[src/hdl/fwes_pkg.sv]
package fwes_pkg;

	localparam int MAX_LENGTH_DEF = 4096;

	localparam int BYTE_W = 8;
	localparam int CAND_W = 12;
	localparam int LEN_W = 13;
	localparam int WEIGHT_W = 8;
	localparam int CNT_W = 4;

	// Map row width; one row is cleared per cycle
	localparam int ROW_BITS = 16;
	localparam int ROW_SEL_W = 4;

	localparam int CFG_IDX_W = 1;
	localparam logic [CFG_IDX_W-1:0] REG_CODE_LENGTH = 1'd0;
	localparam logic [CFG_IDX_W-1:0] REG_ERROR_WEIGHT = 1'd1;

	localparam logic [LEN_W-1:0] CODE_LENGTH_RST = 13'd4096;
	localparam logic [WEIGHT_W-1:0] ERROR_WEIGHT_RST = 8'd1;

	typedef struct packed {
		logic clear;
		logic rd;
		logic wr;
	} map_ctrl_t;

endpackage

[src/hdl/fwes_mod_unit.sv]
module fwes_mod_unit (
	input  logic                            clk,
	input  logic                            arst_n,
	input  logic                            start,
	input  logic [fwes_pkg::CAND_W-1:0]     dividend,
	input  logic [fwes_pkg::LEN_W-1:0]      divisor,
	output logic                            done,
	output logic [fwes_pkg::CAND_W-1:0]     remainder
);

	logic [fwes_pkg::CAND_W-1:0] sh_q;
	logic [fwes_pkg::CAND_W-1:0] rem_q;
	logic [fwes_pkg::CNT_W-1:0]  cnt_q;
	logic                        busy_q;
	logic                        done_q;
	logic [fwes_pkg::LEN_W-1:0]  trial;
	logic [fwes_pkg::LEN_W-1:0]  diff;
	logic [fwes_pkg::CAND_W-1:0] rem_next;

	// One quotient bit per cycle; remainder stays below the divisor
	assign trial = {rem_q, sh_q[fwes_pkg::CAND_W-1]};
	assign diff = trial - divisor;
	assign rem_next = (trial >= divisor) ? diff[fwes_pkg::CAND_W-1:0]
		: trial[fwes_pkg::CAND_W-1:0];

	always_ff @(posedge clk or negedge arst_n) begin
		if (!arst_n) begin
			busy_q <= 1'b0;
			done_q <= 1'b0;
			cnt_q <= '0;
		end else begin
			done_q <= busy_q && !start && (cnt_q == '0);
			if (start) begin
				busy_q <= 1'b1;
				cnt_q <= fwes_pkg::CNT_W'(fwes_pkg::CAND_W - 1);
			end else if (busy_q) begin
				cnt_q <= cnt_q - 1'b1;
				if (cnt_q == '0)
					busy_q <= 1'b0;
			end
		end
	end

	always_ff @(posedge clk) begin
		if (start) begin
			sh_q <= dividend;
			rem_q <= '0;
		end else if (busy_q) begin
			sh_q <= {sh_q[fwes_pkg::CAND_W-2:0], 1'b0};
			rem_q <= rem_next;
		end
	end

	assign done = done_q;
	assign remainder = rem_q;

endmodule

[src/hdl/fwes_map.sv]
module fwes_map #(
	parameter int ADDR_W = 8
) (
	input  logic                              clk,
	input  logic                              arst_n,
	input  fwes_pkg::map_ctrl_t               ctrl,
	input  logic [ADDR_W-1:0]                 addr,
	input  logic [fwes_pkg::ROW_BITS-1:0]     wdata,
	output logic [fwes_pkg::ROW_BITS-1:0]     rdata,
	output logic                              busy
);

	localparam int DEPTH = 2 ** ADDR_W;

	logic [fwes_pkg::ROW_BITS-1:0] mem [DEPTH];
	logic [fwes_pkg::ROW_BITS-1:0] rdata_q;
	logic [ADDR_W-1:0]             clr_idx_q;
	logic                          busy_q;

	// Sweep all rows after reset and on every clear request
	always_ff @(posedge clk or negedge arst_n) begin
		if (!arst_n) begin
			busy_q <= 1'b1;
			clr_idx_q <= '0;
		end else if (ctrl.clear) begin
			busy_q <= 1'b1;
			clr_idx_q <= '0;
		end else if (busy_q) begin
			clr_idx_q <= clr_idx_q + 1'b1;
			if (clr_idx_q == {ADDR_W{1'b1}})
				busy_q <= 1'b0;
		end
	end

	always_ff @(posedge clk) begin
		if (busy_q)
			mem[clr_idx_q] <= '0;
		else if (ctrl.wr)
			mem[addr] <= wdata;
	end

	always_ff @(posedge clk) begin
		if (ctrl.rd)
			rdata_q <= mem[addr];
	end

	assign rdata = rdata_q;
	assign busy = busy_q;

endmodule

[src/hdl/fixed_weight_error_sampler_core.sv]
// A byte that yields a position passes the bit-serial modulo, remainder capture,
// map read and map update, and out_valid rises with the map update. No new byte
// is taken until the state machine is back in idle; the check state holds while a
// result waits. A zero candidate returns after the modulo; other bytes stay idle.
// A byte marked first, and reset (arst_n low), clear the map one row per cycle
// with the input stalled; reset also clears control state.
module fixed_weight_error_sampler_core #(
	parameter int MAX_LENGTH = fwes_pkg::MAX_LENGTH_DEF
) (
	input  logic                              clk,
	input  logic                              arst_n,
	input  logic                              cfg_valid,
	output logic                              cfg_ready,
	input  logic [fwes_pkg::CFG_IDX_W-1:0]    cfg_index,
	input  logic [fwes_pkg::LEN_W-1:0]        cfg_data,
	input  logic                              in_valid,
	output logic                              in_ready,
	input  logic [fwes_pkg::BYTE_W-1:0]       seed_byte,
	input  logic                              first,
	output logic                              out_valid,
	input  logic                              out_ready,
	output logic [fwes_pkg::CAND_W-1:0]       position,
	output logic                              last
);

	localparam int ROWS = (MAX_LENGTH + fwes_pkg::ROW_BITS - 1) / fwes_pkg::ROW_BITS;
	localparam int ADDR_W = (ROWS > 1) ? $clog2(ROWS) : 1;
	localparam logic [fwes_pkg::LEN_W-1:0] MAX_LEN_L = fwes_pkg::LEN_W'(MAX_LENGTH);

	typedef enum logic [3:0] {
		ST_IDLE  = 4'b0001,
		ST_MOD   = 4'b0010,
		ST_READ  = 4'b0100,
		ST_CHECK = 4'b1000
	} state_t;

	state_t state_q;

	logic [fwes_pkg::LEN_W-1:0]    code_length_q;
	logic [fwes_pkg::WEIGHT_W-1:0] error_weight_q;
	logic [fwes_pkg::BYTE_W-1:0]   held_byte_q;
	logic                          held_valid_q;
	logic [fwes_pkg::WEIGHT_W-1:0] chosen_count_q;
	logic                          finished_q;
	logic [fwes_pkg::CAND_W-1:0]   cand_q;
	logic                          out_valid_q;
	logic [fwes_pkg::CAND_W-1:0]   position_q;
	logic                          last_q;

	logic                          in_xfer;
	logic                          mod_start;
	logic [fwes_pkg::CAND_W-1:0]   pair_val;
	logic [fwes_pkg::LEN_W-1:0]    eff_len;
	logic                          mod_done;
	logic [fwes_pkg::CAND_W-1:0]   mod_rem;
	fwes_pkg::map_ctrl_t           map_ctrl;
	logic [ADDR_W-1:0]             map_addr;
	logic [fwes_pkg::ROW_BITS-1:0] map_wdata;
	logic [fwes_pkg::ROW_BITS-1:0] map_rdata;
	logic                          map_busy;
	logic [fwes_pkg::ROW_SEL_W-1:0] bit_sel;
	logic                          bit_used;
	logic                          out_free;
	logic                          take_pos;
	logic [fwes_pkg::WEIGHT_W-1:0] count_next;

	assign cfg_ready = 1'b1;
	assign in_ready = (state_q == ST_IDLE) && !map_busy;
	assign in_xfer = in_valid && in_ready;

	assign pair_val = {held_byte_q[7:4], held_byte_q[3:0] ^ seed_byte[7:4], seed_byte[3:0]};
	assign eff_len = (code_length_q == '0 || code_length_q > MAX_LEN_L) ? MAX_LEN_L
		: code_length_q;
	assign mod_start = in_xfer && !first && !finished_q && held_valid_q;

	assign bit_sel = cand_q[fwes_pkg::ROW_SEL_W-1:0];
	assign bit_used = map_rdata[bit_sel];
	assign out_free = !out_valid_q || out_ready;
	assign take_pos = (state_q == ST_CHECK) && !bit_used && out_free;
	assign count_next = chosen_count_q + 1'b1;

	assign map_ctrl.clear = in_xfer && first;
	assign map_ctrl.rd = (state_q == ST_READ);
	assign map_ctrl.wr = take_pos;
	assign map_addr = ADDR_W'(cand_q[fwes_pkg::CAND_W-1:fwes_pkg::ROW_SEL_W]);
	assign map_wdata = map_rdata | (fwes_pkg::ROW_BITS'(1) << bit_sel);

	fwes_mod_unit u_mod (
		.clk       (clk),
		.arst_n    (arst_n),
		.start     (mod_start),
		.dividend  (pair_val),
		.divisor   (eff_len),
		.done      (mod_done),
		.remainder (mod_rem)
	);

	fwes_map #(
		.ADDR_W (ADDR_W)
	) u_map (
		.clk    (clk),
		.arst_n (arst_n),
		.ctrl   (map_ctrl),
		.addr   (map_addr),
		.wdata  (map_wdata),
		.rdata  (map_rdata),
		.busy   (map_busy)
	);

	always_ff @(posedge clk or negedge arst_n) begin
		if (!arst_n) begin
			code_length_q <= fwes_pkg::CODE_LENGTH_RST;
			error_weight_q <= fwes_pkg::ERROR_WEIGHT_RST;
		end else if (cfg_valid && cfg_ready) begin
			case (cfg_index)
				fwes_pkg::REG_CODE_LENGTH:  code_length_q <= cfg_data;
				fwes_pkg::REG_ERROR_WEIGHT: error_weight_q <= cfg_data[fwes_pkg::WEIGHT_W-1:0];
				default: ;
			endcase
		end
	end

	always_ff @(posedge clk or negedge arst_n) begin
		if (!arst_n) begin
			state_q <= ST_IDLE;
			held_valid_q <= 1'b0;
			chosen_count_q <= '0;
			finished_q <= 1'b0;
			out_valid_q <= 1'b0;
		end else begin
			if (out_valid_q && out_ready && !take_pos)
				out_valid_q <= 1'b0;
			case (state_q)
				ST_IDLE: begin
					if (in_xfer) begin
						if (first) begin
							held_valid_q <= 1'b1;
							chosen_count_q <= '0;
							finished_q <= 1'b0;
						end else if (!finished_q) begin
							held_valid_q <= 1'b1;
							if (held_valid_q)
								state_q <= ST_MOD;
						end
					end
				end
				ST_MOD: begin
					// drop position zero without touching the map
					if (mod_done)
						state_q <= (mod_rem == '0) ? ST_IDLE : ST_READ;
				end
				ST_READ: begin
					state_q <= ST_CHECK;
				end
				ST_CHECK: begin
					if (bit_used) begin
						state_q <= ST_IDLE;
					end else if (out_free) begin
						out_valid_q <= 1'b1;
						chosen_count_q <= count_next;
						if (count_next == error_weight_q)
							finished_q <= 1'b1;
						state_q <= ST_IDLE;
					end
				end
				default: state_q <= ST_IDLE;
			endcase
		end
	end

	always_ff @(posedge clk) begin
		if (in_xfer && (first || (!finished_q)))
			held_byte_q <= seed_byte;
		if (state_q == ST_MOD && mod_done)
			cand_q <= mod_rem;
		if (take_pos) begin
			position_q <= cand_q;
			last_q <= (count_next == error_weight_q);
		end
	end

	assign out_valid = out_valid_q;
	assign position = position_q;
	assign last = last_q;

endmodule

[config.mk]
export PLATFORM = sky130hd
export DESIGN_NAME = fixed_weight_error_sampler_core
export DESIGN_NICKNAME = d
export VERILOG_FILES = /design/src/hdl/fwes_pkg.sv /design/src/hdl/fwes_mod_unit.sv /design/src/hdl/fwes_map.sv /design/src/hdl/fixed_weight_error_sampler_core.sv
export SDC_FILE = /design/constraint.sdc
export NUM_CORES = 2
export LEC_CHECK = 0
export ABC_CLOCK_PERIOD_IN_PS = 11700
export BUFFER_PORTS_ARGS = -buffer_cell sky130_fd_sc_hd__clkbuf_2
export CORE_MARGIN = 5
export CORE_UTILIZATION = 45
export DETAILED_ROUTE_END_ITERATION = 6
export PLACE_DENSITY = 0.58
export SYNTH_ARGS = -nofsm -noshare
export SYNTH_HDL_FRONTEND = slang
export SYNTH_SLANG_ARGS = --single-unit
[constraint.sdc]
create_clock -name clk -period 11.7 [get_ports clk]
set_input_delay 1.17 -clock clk [delete_from_list [all_inputs] [get_ports clk]]
set_output_delay 1.17 -clock clk [all_outputs]
set_load 0.005 [all_outputs]
==> results.tsv <==
metric	value	unit
outcome	complete, no violations	
die_area	373800	um^2
p_leak	49.12	nW
dpl.cell_count	11962	
grt_setup_unrepaired	no	
fmax	0.1560	GHz
grt_pass1_vias	77298	
rows	220	
maxSlewHeadroom	11.43	%
finalCritPeriodShare	54.80	%
area_growth_syn_to_layout	13.44	%
grt_start_max_net_pins	225	
cts_hold_buf	0	
route.vias.total	76752	
endpoint_kind	flop	
start_util	45.24	%
ys_seq_elements	4220	
drt_iter0_drc	8921	
avgSynthCellArea	22.72	um^2
cts.clk_slew.worst_paths	0.06	ns
place.gp.congestion	0.8366	
overflow	0	
wirelength	408200	um
power.density	171.0	nW/um^2
tightestPinTransition	1.329	ns
finClkSkew	0.05193	ns
slew_viol_final	0	
yosysTopAreaCell	edfxtp_1	
worst-path-max-fanout	71	
grt_pass1_wl	583500	um
synth_enable_flop_cells	4157	
synthTopCellsByCount	4,157 x edfxtp_1, 1,181 x mux4_2, 420 x nor2_1	
dp_hpwl	235000	um
required	12.32	ns
dp_slack	5.356	ns
cts_htree_levels	5	
min_period	6.411	ns
ant_nets	0	
hold_path_class	in -> async	
wl_per_cell	32.01	um
cp.arrival	7.03	ns
fin_tns_setup	0	ns
synthArstFlopShare	1.209	%
yosysWarnings	0	
clockBufferDepth	4	
antenna_found_initial	15	
via_per_inst	6.019	
syn_inst	7165	
cts_resized	0	
io_pins	44	
dr.pass1.iters	6	
finalNetCount	7660	
crit_slowest_cell	nor2_4	
clock_latency	0.97	ns
path_cells	mux4_2 -> mux4_2 -> or3_1 -> or2_2 -> nor2_4 -> buf_4 -> buf_4	
fillers	27778	
fin_ws	5.289	ns
cts_tree	done	
fin_cells	12751	
critPathMaxStageDelay	1.10	ns
syn-num-nets	7212	
finalHoldViolations	0	
crit_path_start_kind	flop	
die_x	611.4	um
synth_top_area_share	76.70	%
synth_area	162800	um^2
root_buffer	clkbuf_16	
remaining_drc_errors	0	
ys_seq_area_share	77.63	%
chipHeight	611.4	um
synthTopCellsByArea	edfxtp_1 77%, mux4_2 16%, nor2_1 0.97%	
drive_above_1_share	29.61	%
numPortBuffers	42	
synth_ff_type	edfxtp_1	
yosysMostFrequentCell	edfxtp_1	
crit_type	reg -> reg	
numCtsBuffers	422	
core-area	359800	um^2
cts_setup_buffers	0	
cts.sinks	4220	
maxCapViolCount	0	
setup_viol	0	
vdd_drop_max	122.2	uV
synthDistinctLibCells	62	
grt_usage	21.66	%
-- per-layer routing --
metal	part of all wire [%]	global-route usage (%)	vias to the layer above	routed length, um
met5	0	0	-	0
met4	2.5	5.036	0	10350
met3	7.7	3.720	522	31350
met2	47	33.55	3084	191800
met1	43	32.53	41876	174800
li1	-	-	31270	-
-- logic make-up after synthesis --
family | synth area share, %
flops | 77.63
mux | 17.30
simple gates | 2.246
buf+inv | 1.050
compound gates | 1.435
xor+xnor | 0.1830
fa+ha+maj | 0.1507
other cells | 0.002304
-- sequential cells by signal (all words and copies together), names as in the netlist, 4 cells and up --
signal and count:
chosen_count_q 8, u_map.mem 4096, error_weight_q 8, code_length_q 13, u_map.clr_idx_q 8, held_byte_q 8, u_mod.cnt_q 4, u_mod.remainder 12
u_map.rdata 16, state_q 4, position 12, cand_q 12, u_mod.sh_q 12
-- layout make-up --
cell class | instances | area (um^2) | area share [%]
multi-input combinational | 2536 | 35170 | 19.05
clock inverter | 268 | 2838 | 1.537
timing repair buffer | 419 | 3228 | 1.748
inverter | 14 | 55.05 | 0.02982
tap | 4773 | 5972 | 3.235
sequential | 4220 | 126400 | 68.43
clock buffer | 512 | 10990 | 5.953
antenna | 9 | 22.52 | 0.01220
-- final timing paths --
path / startpoint / endpoint / slack (ns) / depth (start not counted)
worst min-delay path: arst_n / error_weight_q[6] / 0.36 / 2
max in group asynchronous: arst_n / u_mod.cnt_q[0] / 10.83 / 2
min in group clk: seed_byte[1] / held_byte_q[1] / 0.44 / 1
worst min register to register: held_valid_q / held_valid_q / 0.47 / 1
worst max register to register: cand_q[0] / u_map.mem[112][11] / 5.29 / 7
worst max-delay path: cand_q[0] / u_map.mem[112][11] / 5.29 / 7
-- power by group --
group,total [mW],leakage [nW],internal (mW),switching [mW]
combinational,1.16,10.7,0.403,0.757
sequential,16.9,31.7,16.7,0.182
clock,13.5,6.75,7.81,5.71
total,31.6,49.1,24.9,6.65
-- critical path: cells and delay by family (launching register included) --
| family | cells | cell delay (ns) |
|---|---|---|
| muxes | 2 | 1.15 |
| buffers and inverters | 2 | 1.47 |
| DFF | 1 | 0.66 |
| and+or+nand+nor | 3 | 2.60 |
-- through the flow --
| step | instance area (um^2) | utilization [%] | power [mW] | hold slack, ns |
|---|---|---|---|---|
| 5_1_grt | 184600 | 51.32 | 32.61 | 0.3778 |
| 4_1_cts | 184600 | 51.31 | 31.84 | 0.3009 |
| 3_5_place_dp | 170800 | 47.47 | 18.37 | 0.4602 |
| 6_report | 184600 | 51.32 | 31.58 | 0.3581 |
| 3_3_place_gp | 170700 | 47.46 | 18.34 | 0.4556 |
| 2_1_floorplan | 162800 | - | 17.85 | 0.4206 |
-- cell usage in the layout (no fill, tap or decap), drive strengths merged, types with 7 or more instances in the layout --
cell and n:
clkinvlp 16, and3 17, buf 377, clkbuf 554
nand3 15, mux2 40, a22oi 63, dfrtp 47
nand4 21, o211ai 30, and4 8, bufinv 50
nand2b 24, o21ai 56, xor2 12, nor2b 26
diode 9, xnor2 22, a211oi 10, nand2 159
nor4 47, a31oi 49, mux4 1181, and2 9
o22ai 32, mux2i 111, ha 18, clkinv 190
nor3 41, or3 7, inv 26, dfxtp 12
nor2 422, a21oi 76, edfxtp 4157
No activity file was read; power rests on OpenSTA's default activity.
